$ cat src/rtl/core/nftr_pkg.sv
package nftr_pkg;

	localparam int WIN_DEPTH = 10;
	localparam int KIND_COUNT = 4;

	localparam logic [7:0] CHR_QUOTE = 8'h22;
	localparam logic [7:0] CHR_BSLASH = 8'h5c;

	localparam logic [1:0] KIND_NEG_INF = 2'd0;
	localparam logic [1:0] KIND_POS_INF = 2'd1;
	localparam logic [1:0] KIND_NAN_UP = 2'd2;
	localparam logic [1:0] KIND_NAN_LO = 2'd3;

	localparam logic [71:0] TOK_NEG_INF = "-Infinity";
	localparam logic [63:0] TOK_POS_INF = "Infinity";
	localparam logic [23:0] TOK_NAN_UP = "NaN";
	localparam logic [23:0] TOK_NAN_LO = "nan";

	localparam logic [191:0] SUB_NEG_INF = "-1.7976931348623157e+308";
	localparam logic [183:0] SUB_POS_INF = "1.7976931348623157e+308";
	localparam logic [31:0] SUB_NULL = "null";

	typedef struct packed {
		logic [7:0] data;
		logic last;
		logic word;
	} item_t;

	function automatic logic is_word(input logic [7:0] b);
		return (b >= 8'h30 && b <= 8'h39) || (b >= 8'h41 && b <= 8'h5a) ||
			(b >= 8'h61 && b <= 8'h7a);
	endfunction

	function automatic logic [3:0] tok_len(input logic [1:0] kind);
		logic [3:0] len;
		unique case (kind)
			KIND_NEG_INF: len = 4'd9;
			KIND_POS_INF: len = 4'd8;
			default: len = 4'd3;
		endcase
		return len;
	endfunction

	function automatic logic [7:0] tok_byte(input logic [1:0] kind, input logic [3:0] idx);
		logic [7:0] b;
		b = 8'h00;
		unique case (kind)
			KIND_NEG_INF: if (idx < 4'd9) b = TOK_NEG_INF[8 * (8 - int'(idx)) +: 8];
			KIND_POS_INF: if (idx < 4'd8) b = TOK_POS_INF[8 * (7 - int'(idx)) +: 8];
			KIND_NAN_UP: if (idx < 4'd3) b = TOK_NAN_UP[8 * (2 - int'(idx)) +: 8];
			default: if (idx < 4'd3) b = TOK_NAN_LO[8 * (2 - int'(idx)) +: 8];
		endcase
		return b;
	endfunction

	function automatic logic [4:0] subst_len(input logic [1:0] kind);
		logic [4:0] len;
		unique case (kind)
			KIND_NEG_INF: len = 5'd24;
			KIND_POS_INF: len = 5'd23;
			default: len = 5'd4;
		endcase
		return len;
	endfunction

	function automatic logic [7:0] subst_byte(input logic [1:0] kind, input logic [4:0] idx);
		logic [7:0] b;
		b = 8'h00;
		unique case (kind)
			KIND_NEG_INF: if (idx < 5'd24) b = SUB_NEG_INF[8 * (23 - int'(idx)) +: 8];
			KIND_POS_INF: if (idx < 5'd23) b = SUB_POS_INF[8 * (22 - int'(idx)) +: 8];
			default: if (idx < 5'd4) b = SUB_NULL[8 * (3 - int'(idx)) +: 8];
		endcase
		return b;
	endfunction

endpackage

$ cat src/rtl/core/nftr_front.sv
module nftr_front (
	input  logic               clk,
	input  logic               arst_n,
	input  logic               in_valid,
	output logic               in_ready,
	input  logic [7:0]         in_data,
	input  logic               in_last,
	output logic               item_valid,
	input  logic               item_ready,
	output nftr_pkg::item_t    item
);

	logic valid_s1;
	nftr_pkg::item_t item_s1;

	assign in_ready = !valid_s1 || item_ready;
	assign item_valid = valid_s1;
	assign item = item_s1;

	always_ff @(posedge clk or negedge arst_n) begin
		if (!arst_n) begin
			valid_s1 <= 1'b0;
		end else if (in_ready) begin
			valid_s1 <= in_valid;
		end
	end

	// classify each byte as word or boundary on the way in
	always_ff @(posedge clk) begin
		if (in_ready && in_valid) begin
			item_s1.data <= in_data;
			item_s1.last <= in_last;
			item_s1.word <= nftr_pkg::is_word(in_data);
		end
	end

endmodule

$ cat src/rtl/core/nftr_queue.sv
module nftr_queue #(
	parameter int DEPTH = 4
) (
	input  logic               clk,
	input  logic               arst_n,
	input  logic               wr_valid,
	output logic               wr_ready,
	input  nftr_pkg::item_t    wr_item,
	output logic               rd_valid,
	input  logic               rd_ready,
	output nftr_pkg::item_t    rd_item
);

	localparam int PW = (DEPTH > 1) ? $clog2(DEPTH) : 1;
	localparam int CW = $clog2(DEPTH + 1);

	nftr_pkg::item_t mem_q [DEPTH];
	logic [PW-1:0] wr_ptr_q;
	logic [PW-1:0] rd_ptr_q;
	logic [CW-1:0] cnt_q;
	logic do_wr;
	logic do_rd;

	assign wr_ready = cnt_q != CW'(DEPTH);
	assign rd_valid = cnt_q != '0;
	assign rd_item = mem_q[rd_ptr_q];
	assign do_wr = wr_valid && wr_ready;
	assign do_rd = rd_valid && rd_ready;

	always_ff @(posedge clk or negedge arst_n) begin
		if (!arst_n) begin
			wr_ptr_q <= '0;
			rd_ptr_q <= '0;
			cnt_q <= '0;
		end else begin
			if (do_wr) begin
				wr_ptr_q <= (wr_ptr_q == PW'(DEPTH - 1)) ? '0 : wr_ptr_q + PW'(1);
			end
			if (do_rd) begin
				rd_ptr_q <= (rd_ptr_q == PW'(DEPTH - 1)) ? '0 : rd_ptr_q + PW'(1);
			end
			if (do_wr && !do_rd) begin
				cnt_q <= cnt_q + CW'(1);
			end else if (do_rd && !do_wr) begin
				cnt_q <= cnt_q - CW'(1);
			end
		end
	end

	always_ff @(posedge clk) begin
		if (do_wr) begin
			mem_q[wr_ptr_q] <= wr_item;
		end
	end

endmodule

$ cat src/rtl/core/nftr_back.sv
module nftr_back (
	input  logic               clk,
	input  logic               arst_n,
	input  logic               item_valid,
	output logic               item_ready,
	input  nftr_pkg::item_t    item,
	output logic               out_valid,
	input  logic               out_ready,
	output logic [7:0]         out_data,
	output logic               out_last
);

	localparam int WD = nftr_pkg::WIN_DEPTH;

	logic [7:0] win_q [WD];
	logic [WD-1:0] word_q;
	logic [7:0] win_d [WD];
	logic [WD-1:0] word_d;
	logic [3:0] count_q;
	logic instr_q;
	logic esc_q;
	logic prev_q;
	logic flush_q;
	logic seq_busy_q;
	logic [1:0] seq_kind_q;
	logic [4:0] seq_idx_q;
	logic seq_final_q;
	logic out_valid_q;
	logic [7:0] out_data_q;
	logic out_last_q;

	logic emit_ok;
	logic head_ready;
	logic dec;
	logic [nftr_pkg::KIND_COUNT-1:0] match;
	logic tok_hit;
	logic [1:0] tok_kind;
	logic [3:0] consumed;
	logic [3:0] count_after;
	logic pop;
	logic seq_end;
	logic final_dec;

	assign emit_ok = !out_valid_q || out_ready;
	assign head_ready = (count_q == 4'(WD)) || (flush_q && count_q != 4'd0);
	assign dec = head_ready && !seq_busy_q && emit_ok;
	assign seq_end = seq_idx_q == nftr_pkg::subst_len(seq_kind_q) - 5'd1;

	// whole-word token match at the head of the window
	always_comb begin
		logic [3:0] len_k;
		logic eq;
		for (int k = 0; k < nftr_pkg::KIND_COUNT; k++) begin
			len_k = nftr_pkg::tok_len(2'(k));
			eq = 1'b1;
			for (int i = 0; i < WD - 1; i++) begin
				if (4'(i) < len_k && win_q[i] != nftr_pkg::tok_byte(2'(k), 4'(i))) begin
					eq = 1'b0;
				end
			end
			match[k] = eq && (count_q >= len_k) && !prev_q &&
				((count_q > len_k) ? !word_q[len_k] : flush_q);
		end
	end

	always_comb begin
		tok_hit = 1'b0;
		tok_kind = nftr_pkg::KIND_NEG_INF;
		for (int k = nftr_pkg::KIND_COUNT - 1; k >= 0; k--) begin
			if (match[k]) begin
				tok_hit = 1'b1;
				tok_kind = 2'(k);
			end
		end
		tok_hit = tok_hit && !instr_q;
	end

	assign consumed = !dec ? 4'd0 : (tok_hit ? nftr_pkg::tok_len(tok_kind) : 4'd1);
	assign count_after = count_q - consumed;
	assign pop = item_valid && !flush_q && (count_after < 4'(WD));
	assign item_ready = pop;
	assign final_dec = dec && flush_q && (count_after == 4'd0);

	// shift out the consumed bytes and append the new one
	always_comb begin
		for (int i = 0; i < WD; i++) begin
			win_d[i] = win_q[i];
			word_d[i] = word_q[i];
			if (consumed == 4'd1) begin
				win_d[i] = win_q[(i + 1) % WD];
				word_d[i] = word_q[(i + 1) % WD];
			end else if (consumed == 4'd3) begin
				win_d[i] = win_q[(i + 3) % WD];
				word_d[i] = word_q[(i + 3) % WD];
			end else if (consumed == 4'd8) begin
				win_d[i] = win_q[(i + 8) % WD];
				word_d[i] = word_q[(i + 8) % WD];
			end else if (consumed == 4'd9) begin
				win_d[i] = win_q[(i + 9) % WD];
				word_d[i] = word_q[(i + 9) % WD];
			end
			if (pop && count_after == 4'(i)) begin
				win_d[i] = item.data;
				word_d[i] = item.word;
			end
		end
	end

	always_ff @(posedge clk) begin
		for (int i = 0; i < WD; i++) begin
			win_q[i] <= win_d[i];
		end
		word_q <= word_d;
	end

	always_ff @(posedge clk or negedge arst_n) begin
		if (!arst_n) begin
			count_q <= 4'd0;
			instr_q <= 1'b0;
			esc_q <= 1'b0;
			prev_q <= 1'b0;
			flush_q <= 1'b0;
			seq_busy_q <= 1'b0;
			seq_kind_q <= nftr_pkg::KIND_NEG_INF;
			seq_idx_q <= 5'd0;
			seq_final_q <= 1'b0;
			out_valid_q <= 1'b0;
		end else begin
			count_q <= count_after + (pop ? 4'd1 : 4'd0);
			if (pop && item.last) begin
				flush_q <= 1'b1;
			end
			if (dec) begin
				if (instr_q) begin
					if (esc_q) begin
						esc_q <= 1'b0;
					end else if (win_q[0] == nftr_pkg::CHR_BSLASH) begin
						esc_q <= 1'b1;
					end else if (win_q[0] == nftr_pkg::CHR_QUOTE) begin
						instr_q <= 1'b0;
					end
				end else if (!tok_hit && win_q[0] == nftr_pkg::CHR_QUOTE) begin
					instr_q <= 1'b1;
				end
				// every token ends in a letter
				prev_q <= tok_hit ? 1'b1 : word_q[0];
				if (tok_hit) begin
					seq_busy_q <= 1'b1;
					seq_kind_q <= tok_kind;
					seq_idx_q <= 5'd1;
					seq_final_q <= flush_q && (count_q == nftr_pkg::tok_len(tok_kind));
				end
			end
			if (final_dec) begin
				instr_q <= 1'b0;
				esc_q <= 1'b0;
				prev_q <= 1'b0;
				flush_q <= 1'b0;
			end
			if (seq_busy_q && emit_ok) begin
				seq_idx_q <= seq_idx_q + 5'd1;
				if (seq_end) begin
					seq_busy_q <= 1'b0;
				end
			end
			if ((seq_busy_q && emit_ok) || dec) begin
				out_valid_q <= 1'b1;
			end else if (out_ready) begin
				out_valid_q <= 1'b0;
			end
		end
	end

	always_ff @(posedge clk) begin
		if (seq_busy_q && emit_ok) begin
			out_data_q <= nftr_pkg::subst_byte(seq_kind_q, seq_idx_q);
			out_last_q <= seq_final_q && seq_end;
		end else if (dec) begin
			out_data_q <= tok_hit ? nftr_pkg::subst_byte(tok_kind, 5'd0) : win_q[0];
			out_last_q <= !tok_hit && flush_q && (count_q == 4'd1);
		end
	end

	assign out_valid = out_valid_q;
	assign out_data = out_data_q;
	assign out_last = out_last_q;

endmodule

$ cat src/rtl/core/json_nonfinite_token_rewriter_top.sv
// Copies a JSON byte stream and, outside strings, rewrites the whole-word tokens -Infinity,
// Infinity, NaN and nan into the largest finite double (negated for -Infinity) or null.
// Bytes pass one per cycle, unless output back-pressure or a token replacement holds them,
// through a ten-byte lookahead window; tlast on the input drains the window and the final
// output byte carries tlast. A matched token sends its replacement bytes (4 for null, up to 24
// for the double text) in turn through the single output register; the input keeps filling
// the window during that time, except while a tlast drain blocks it, and stalls only once the
// queue and the input register are full and the window is full or draining.
module json_nonfinite_token_rewriter_top #(
	parameter int QUEUE_DEPTH = 4
) (
	input  logic       clk,
	input  logic       arst_n,
	input  logic       s_tvalid,
	output logic       s_tready,
	input  logic [7:0] s_tdata,   // in_byte
	input  logic       s_tlast,
	output logic       m_tvalid,
	input  logic       m_tready,
	output logic [7:0] m_tdata,   // out_byte
	output logic       m_tlast
);

	logic front_valid;
	logic front_ready;
	nftr_pkg::item_t front_item;
	logic queue_valid;
	logic queue_ready;
	nftr_pkg::item_t queue_item;

	nftr_front u_front (
		.clk        (clk),
		.arst_n     (arst_n),
		.in_valid   (s_tvalid),
		.in_ready   (s_tready),
		.in_data    (s_tdata),
		.in_last    (s_tlast),
		.item_valid (front_valid),
		.item_ready (front_ready),
		.item       (front_item)
	);

	nftr_queue #(
		.DEPTH (QUEUE_DEPTH)
	) u_queue (
		.clk      (clk),
		.arst_n   (arst_n),
		.wr_valid (front_valid),
		.wr_ready (front_ready),
		.wr_item  (front_item),
		.rd_valid (queue_valid),
		.rd_ready (queue_ready),
		.rd_item  (queue_item)
	);

	nftr_back u_back (
		.clk        (clk),
		.arst_n     (arst_n),
		.item_valid (queue_valid),
		.item_ready (queue_ready),
		.item       (queue_item),
		.out_valid  (m_tvalid),
		.out_ready  (m_tready),
		.out_data   (m_tdata),
		.out_last   (m_tlast)
	);

endmodule

$ cat config.mk
export PLATFORM = sky130hd
export DESIGN_NAME = json_nonfinite_token_rewriter_top
export DESIGN_NICKNAME = d
export VERILOG_FILES = /design/src/rtl/core/nftr_pkg.sv /design/src/rtl/core/nftr_front.sv /design/src/rtl/core/nftr_queue.sv /design/src/rtl/core/nftr_back.sv /design/src/rtl/core/json_nonfinite_token_rewriter_top.sv
export SDC_FILE = /design/constraint.sdc
export NUM_CORES = 1
export LEC_CHECK = 0
export ABC_AREA = 1
export ABC_CLOCK_PERIOD_IN_PS = 4800
export BUFFER_PORTS_ARGS = -buffer_cell sky130_fd_sc_hd__buf_2
export CAP_MARGIN = 20
export CORE_MARGIN = 1.5
export CORE_UTILIZATION = 58
export CTS_CLUSTER_DIAMETER = 100
export CTS_CLUSTER_SIZE = 12
export DETAILED_ROUTE_END_ITERATION = 8
export PLACE_DENSITY = 0.74
export SLEW_MARGIN = 20
export SYNTH_ARGS = -nofsm -noshare
export SYNTH_HDL_FRONTEND = slang
export SYNTH_HIERARCHICAL = 1
export SYNTH_SLANG_ARGS = --single-unit
$ cat constraint.sdc
create_clock -name clk -period 4.8 [get_ports clk]
set_clock_uncertainty 0.2 [all_clocks]
set_input_delay 1.2 -clock clk [delete_from_list [all_inputs] [get_ports clk]]
set_output_delay 1.2 -clock clk [all_outputs]
set_load 0.02 [all_outputs]
After elaboration in Yosys (flattened, before gate mapping)
Memories as Yosys holds them, arrays and structs flattened. Index checks and enable logic that the tools add are counted.

Register bits: 55. Bits in writable memories: 120. Input bits: 13. Output and inout port bits: 11. Word-level logic and storage cells: 377. Memories kept: 2.

Memory list: u_back.win_q (depth 10, bits a word 8, rd ports 10, clocked after memory_dff 0, wr ports 10, line nftr_back.sv:15) `logic [7:0] win_q [WD];`; u_queue.mem_q (depth 4, bits a word 10, rd ports 1, clocked after memory_dff 0, wr ports 1, line nftr_queue.sv:17) `nftr_pkg::item_t mem_q [DEPTH];`.

$add $sub $neg: 11. Magnitude comparators: 16. Equality and inequality tests: 45. Shifts and indexed selects: 3. Multiplexer cells: 183. Reductions and logical operators: 88.

Operators with widths (count): $mux W8 (56); $shiftx A192 B32 Y8 const A (1); $shiftx A184 B32 Y8 const A (1); $ne A8 B7 Y1 const B (20); $mux W1 (108); $reduce_bool A5 Y1 (10); $logic_and A1 B1 Y1 (45); $shiftx A32 B32 Y8 const A (1); $eq A4 B4 Y1 const B (5); $eq A4 B3 Y1 const B (4); $ge A8 B7 Y1 const B (2); $le A8 B7 Y1 const B (2); $mux W4 (4); $pmux W8 S2 (1); $mux W5 (3); $pmux W7 S2 (1); $reduce_bool A2 Y1 (7); $eq A4 B1 Y1 const B (3); $eq A4 B2 Y1 const B (3); $logic_not A1 Y1 (12); $mux W2 (6); $sub A5 B5 Y6 const A (2); $lt A5 B5 Y1 const B (2); $pmux W5 S2 (1); 32 further kinds (46).

Depth between registers and ports, before layout
An unclocked memory read counts as a cell.

Word-level depth: 26. Gate-level depth with buffers: 30. Mapped depth without buffers: 29.

Modules after synthesis
Netlist, hierarchy kept.

By module, submodules not included: nftr_back (times used 1, cells an instance 1457, area each 9623.0 µm², seq. area each 3423.3 µm²); nftr_queue (times used 1, cells an instance 175, area each 2077.0 µm², seq. area each 1376.3 µm²); nftr_front (times used 1, cells an instance 31, area each 412.9 µm², seq. area each 325.3 µm²).

Least setup slack after synthesis
OpenSTA, ideal clock, no wires.

Path type: input port to flip-flop. Start point: input m_tready. End point: register u_queue.cnt_q[1]. Setup time: 127 ps. Arrival: 4481 ps. Required time: 4473 ps. Path slack: -8 ps. Cell stages on the path: 21. Path buffers: 2. Path through: inv_1 > nand2_1 > nand3_2 > inv_2 > clkbuf_1 > o21ai_0 > inv_1 > ha_1 > inv_1 > fa_1 > or2_2 > nand2_1 > nand2_1 > a21oi_4 > buf_2 > nand2_1 > ha_1 > inv_1 > fa_1 > nand2_1 > o21ai_0.

Longest elaborated chain between the ends: 10. Elaborated cells between the ends (all ways): 12. Classes of those cells: add/sub (1); order compare (1); mux (2); reduce/logical (8).

Ends and longest elaborated chain: start, declared (line json_nonfinite_token_rewriter_top.sv:19) `input logic m_tready,`; $logic_or A1 B1 Y1 (*) (line nftr_back.sv:44) `assign emit_ok = !out_valid_q || out_ready;`; $logic_and A1 B1 Y1 (*) (line nftr_back.sv:46) `assign dec = head_ready && !seq_busy_q && emit_ok;`; $mux W4 (*) (line nftr_back.sv:78) `assign consumed = !dec ? 4'd0 : (tok_hit ? nftr_pkg::tok_len(tok_kind) : 4'd1);`; $sub A4 B4 Y4 (*) (line nftr_back.sv:79) `assign count_after = count_q - consumed;`; $lt A4 B4 Y1 (*) (line nftr_back.sv:80) `assign pop = item_valid && !flush_q && (count_after < 4'(WD));`; $logic_and A1 B1 Y1 (*) (line nftr_back.sv:80); via queue_ready (line json_nonfinite_token_rewriter_top.sv:28) `logic queue_ready;`; $logic_and A1 B1 Y1 (*) (line nftr_queue.sv:28) `assign do_rd = rd_valid && rd_ready;`; $logic_not A1 Y1 (line nftr_queue.sv:42) `if (do_wr && !do_rd) begin`; $logic_and A1 B1 Y1 (line nftr_queue.sv:42); $mux W3 or $reduce_bool A2 Y1 (tied branches); end signal, assigned (line nftr_queue.sv:43) `cnt_q <= cnt_q + CW'(1);`; end signal, assigned (line nftr_queue.sv:45) `cnt_q <= cnt_q - CW'(1);`; end, declared (line nftr_queue.sv:20) `logic [CW-1:0] cnt_q;`.

Mark *: on every way through the listed nets, which the timed path passes. The rest lies on a longest branch. A chain may end at the register's enable or synchronous reset.

Final worst setup path
Start point: register u_back.count_q[1]. End point: register u_queue.cnt_q[2].

Longest elaborated chain between the ends: 19. Elaborated cells between the ends (all ways): 50. Classes of those cells: add/sub (1); order compare (7); eq/ne (2); mux (15); reduce/logical (25).

Ends and longest elaborated chain: start, declared (line nftr_back.sv:19) `logic [3:0] count_q;`; start signal, assigned (line nftr_back.sv:129) `count_q <= count_after + (pop ? 4'd1 : 4'd0);`; $ge A4 B2 Y1 (line nftr_back.sv:61) `match[k] = eq && (count_q >= len_k) && !prev_q &&`; $logic_and A1 B1 Y1 (3 in series) (line nftr_back.sv:61); $mux W2 (4 in series) (line nftr_back.sv:70) `if (match[k]) begin`; $eq A2 B1 Y1 or $logic_not A2 Y1 (tied branches) (line nftr_pkg.sv:36) `unique case (kind)`; $pmux W4 S2 (line nftr_pkg.sv:36); $mux W4 (2 in series) (line nftr_back.sv:78); $sub A4 B4 Y4 (*) (line nftr_back.sv:79); $lt A4 B4 Y1 (*) (line nftr_back.sv:80); $logic_and A1 B1 Y1 (*) (line nftr_back.sv:80); via queue_ready (line json_nonfinite_token_rewriter_top.sv:28); $logic_and A1 B1 Y1 (*) (line nftr_queue.sv:28); $logic_not A1 Y1 (line nftr_queue.sv:42); $logic_and A1 B1 Y1 (line nftr_queue.sv:42); $mux W3 or $reduce_bool A2 Y1 (tied branches).

Marked as above.

==> flow_metrics.py <==
metrics = {
    "timing": {
        "finalHoldViolCount": 0,
        "finalSetupTns_ps": 0,
        "worst_pin_slew_ps": 990.5,
        "period_minus_slack_ps": 4422,
        "rsz0062_at_grt": "no",
        "max_freq_mhz": 226.1,
        "maxSlewViolCount": 0,
        "max-slew-margin-rel_pct": 33.72,
        "period_share_pct": 92.13,
        "setup_viol": 0,
    },
    "drt": {
        "drtPass1Iterations": 7,
        "drcViolationCount": 0,
        "ant_nets": 0,
        "wl_met1_um": 16040,
        "topRoutingLayerUsed": "met4",
        "dr_wl_met3_um": 5792,
        "route.met2.wl_um": 17370,
        "route.final.wire_length_um": 41110,
        "routed_via_density": 6.181,
        "drt_iter0_markers": 2035,
        "wl_per_cell_um": 21.10,
        "vias": 12040,
    },
    "floorplanning": {
        "die_h_um": 147.5,
        "core_area_sq_um": 20360,
        "rows": 52,
        "die_area_sq_um": 21760,
        "fp.dieW_um": 147.5,
        "io_pins": 24,
        "start_util_pct": 59.48,
    },
    "synthesis": {
        "yosysTopAreaCellShare_pct": 36.94,
        "synth_area_sq_um": 12110,
        "yosys.cell_types.count": 48,
        "yosysMostFrequentCell": "nand2_1",
        "synth_area_leaders": "edfxtp_1 37%, nand2_1 18%, nand3_1 8.6%",
        "synth_fp_nets": 1697,
        "synth_area_leader_cell": "edfxtp_1",
        "synth_area_per_cell_sq_um": 7.284,
        "synth_commonest_cells": "570 x nand2_1, 208 x nand3_1, 176 x inv_1, 149 x edfxtp_1, 130 x o21ai_0",
        "ys.flop_type": "edfxtp_1",
        "ys_async_sr_fraction_pct": 14.86,
        "yosys_warnings": 6,
        "synth-seq-cells": 175,
        "synthesis.instances": 1663,
        "synth_edf_count": 149,
        "yosysSeqAreaShare_pct": 42.31,
    },
    "finish": {
        "multi_input_area_sq_um": 5931,
        "drive_gt1_share_pct": 8.701,
        "utilization_pct": 64.48,
        "fill_cells": 1796,
        "regArea_sq_um": 5125,
        "area_delta_synth_final_pct": 8.398,
        "antennaDiodeCount": 0,
        "nets": 1699,
        "fin_area_sq_um": 13130,
    },
    "global_route": {
        "grt_max_degree": 70,
        "overflow": 0,
        "track_usage_pct": 38.31,
        "antenna_found_initial": 0,
        "grt_pass1_wl_um": 62410,
        "grt_pass1_vias": 11040,
    },
    "worst_setup_path": {
        "reg2reg_to": "u_queue/cnt_q[2]",
        "critical-path-top-delay-family": "simple AND/OR/NAND/NOR gates",
        "critPathMaxFanout": 6,
        "r2r_setup_slack_ps": 380,
        "cp_slowest_stage_delay_ps": 490,
        "critPathCaptureType": "register",
        "cp-start-kind": "register",
        "cp.required_ps": 4940,
        "reg2regPathDepth": 23,
        "worstSetupPathType": "register to register",
        "crit_chain": "inv_1 > o21ai_1 > inv_1 > nor2_1 > and3_1 > nand3_1 > nor2_1 > inv_2 > ha_1 > a211o_1 > xor2_1 > inv_1 > nand4_2 > nand2_2 > a21oi_4 > nand2_1 > ha_1 > inv_1 > fa_1 > nand2_1 > nand3_1 > nand2_1 > nand2_1",
        "r2r-start": "u_back/count_q[1]",
        "critPathArrivalTime_ps": 4560,
        "crit_buf_inv": 5,
        "slowest_stage": "dfrtp_1",
    },
    "job": {
        "max_cap_viol_count": 0,
    },
    "place": {
        "gp_congestion": 1.041,
        "placed_cell_area_sq_um": 12440,
        "dp_hpwl_um": 29870,
        "numPortBuffers": 23,
    },
    "pwr": {
        "pwr_density_cell_nw_per_um2": 799.3,
        "p_leak_nw": 6.102,
        "peakVddDrop_uv": 369.5,
    },
    "worst_hold_path": {
        "worstHoldPathCells": 2,
        "holdPathEnd": "u_back/seq_final_q",
        "timing.hold.worst.class": "register to register",
        "min-delay-start": "u_back/seq_final_q",
    },
    "cts": {
        "numCtsBuffers": 17,
        "clock_sinks": 175,
        "clk_pin_slew_ps": 80,
        "clock_latency_ps": 450,
        "cts_tree": "done",
        "h-tree-depth": 4,
        "clock-root-buffer": "clkbuf_16",
        "cts.path.max_buffers": 2,
    },
    "outcome": {
        "status": "finished clean",
    },
}
-- worst max-delay path by stage --
stage	cells past startpoint	from	endpoint
after global placement	20	m_tready	u_queue/cnt_q[1]
after floorplan	21	m_tready	u_queue/cnt_q[1]
after global routing	26	u_back/win_q[8][7]	u_queue/cnt_q[1]
after detailed placement	20	m_tready	u_queue/cnt_q[1]
final	23	u_back/count_q[1]	u_queue/cnt_q[2]
after CTS	20	u_back/win_q[2][2]	u_queue/cnt_q[1]
-- flip-flops by register name (all words and copies together), names as in the netlist, 3 cells and up --
signal	cells
u_back/count_q	4
u_back/out_data	8
u_back/word_q	10
u_back/win_q	80
u_front/item	10
u_queue/cnt_q	3
u_back/seq_idx_q	5
u_queue/mem_q	40
-- logic make-up (layout without fill, tap and decap cells) --
family,after synthesis,count (layout),share of synthesized area [%]
buf+inv,258,273,9.069
flops,175,175,42.31
simple gates,981,981,35.22
compound gates,218,218,10.38
xor+xnor,10,10,0.7230
fa+ha+maj,21,21,2.293
-- tightest hold or removal path, stage by stage, from the launching register on --
cell	delay [ps]
dfrtp_1	350
nand2_1	50
o21ai_0	60
-- per-stage QoR --
step | hold slack (ps) | setup slack, ps | power [mW] | cells
floorplan | 253.0 | 102.2 | 6.802 | 1663
global placement | 272.2 | 301.9 | 8.655 | 1915
detailed placement | 279.2 | 144.3 | 8.699 | 1915
CTS | 296.8 | 326.3 | 10.19 | 1947
global route | 326.3 | 6.814 | 11.06 | 1948
finish | 290.7 | 377.7 | 10.49 | 1948
-- per-layer routing --
metal  global-route usage (%)  up-vias
met5                        0        -
met4                    16.20        0
met2                    55.84      874
met3                    8.673      171
met1                    54.96     5492
li1                         -     5503
-- placed cells by master (no fill, tap or decap), types with 10 or more instances in the layout --
cell type / count
nand2_1: 561
nor2_4: 10
clkbuf_16: 17
a21oi_1: 21
dfrtp_1: 26
inv_1: 176
nor3_1: 11
edfxtp_1: 149
nand4_1: 18
nor2_1: 124
buf_4: 27
o211ai_1: 36
nand2_2: 12
buf_2: 23
nand3_1: 208
o21ai_0: 130
o22ai_1: 12
nand2_4: 10
ha_1: 19
-- layout make-up --
type	instances	area share, %
inverter	187	5.346
timing repair buffer	54	3.030
clock buffer	17	3.240
clock inverter	15	1.610
tap	270	2.573
multi-input combinational	1230	45.17
sequential	175	39.03
-- timing repair --
action	in CTS	in global routing
endpoints found under the hold margin	0	0
gates resized for setup	0	12
endpoints found under the setup margin	0	83
hold buffers	0	0
setup buffers	0	1
-- power by group --
group          internal (mW)  switching (mW)
Sequential              2.66           0.922
Clock                  0.731           0.743
Combinational           1.49            3.95
Total                   4.88            5.61
(Power assumes the default switching activity.)
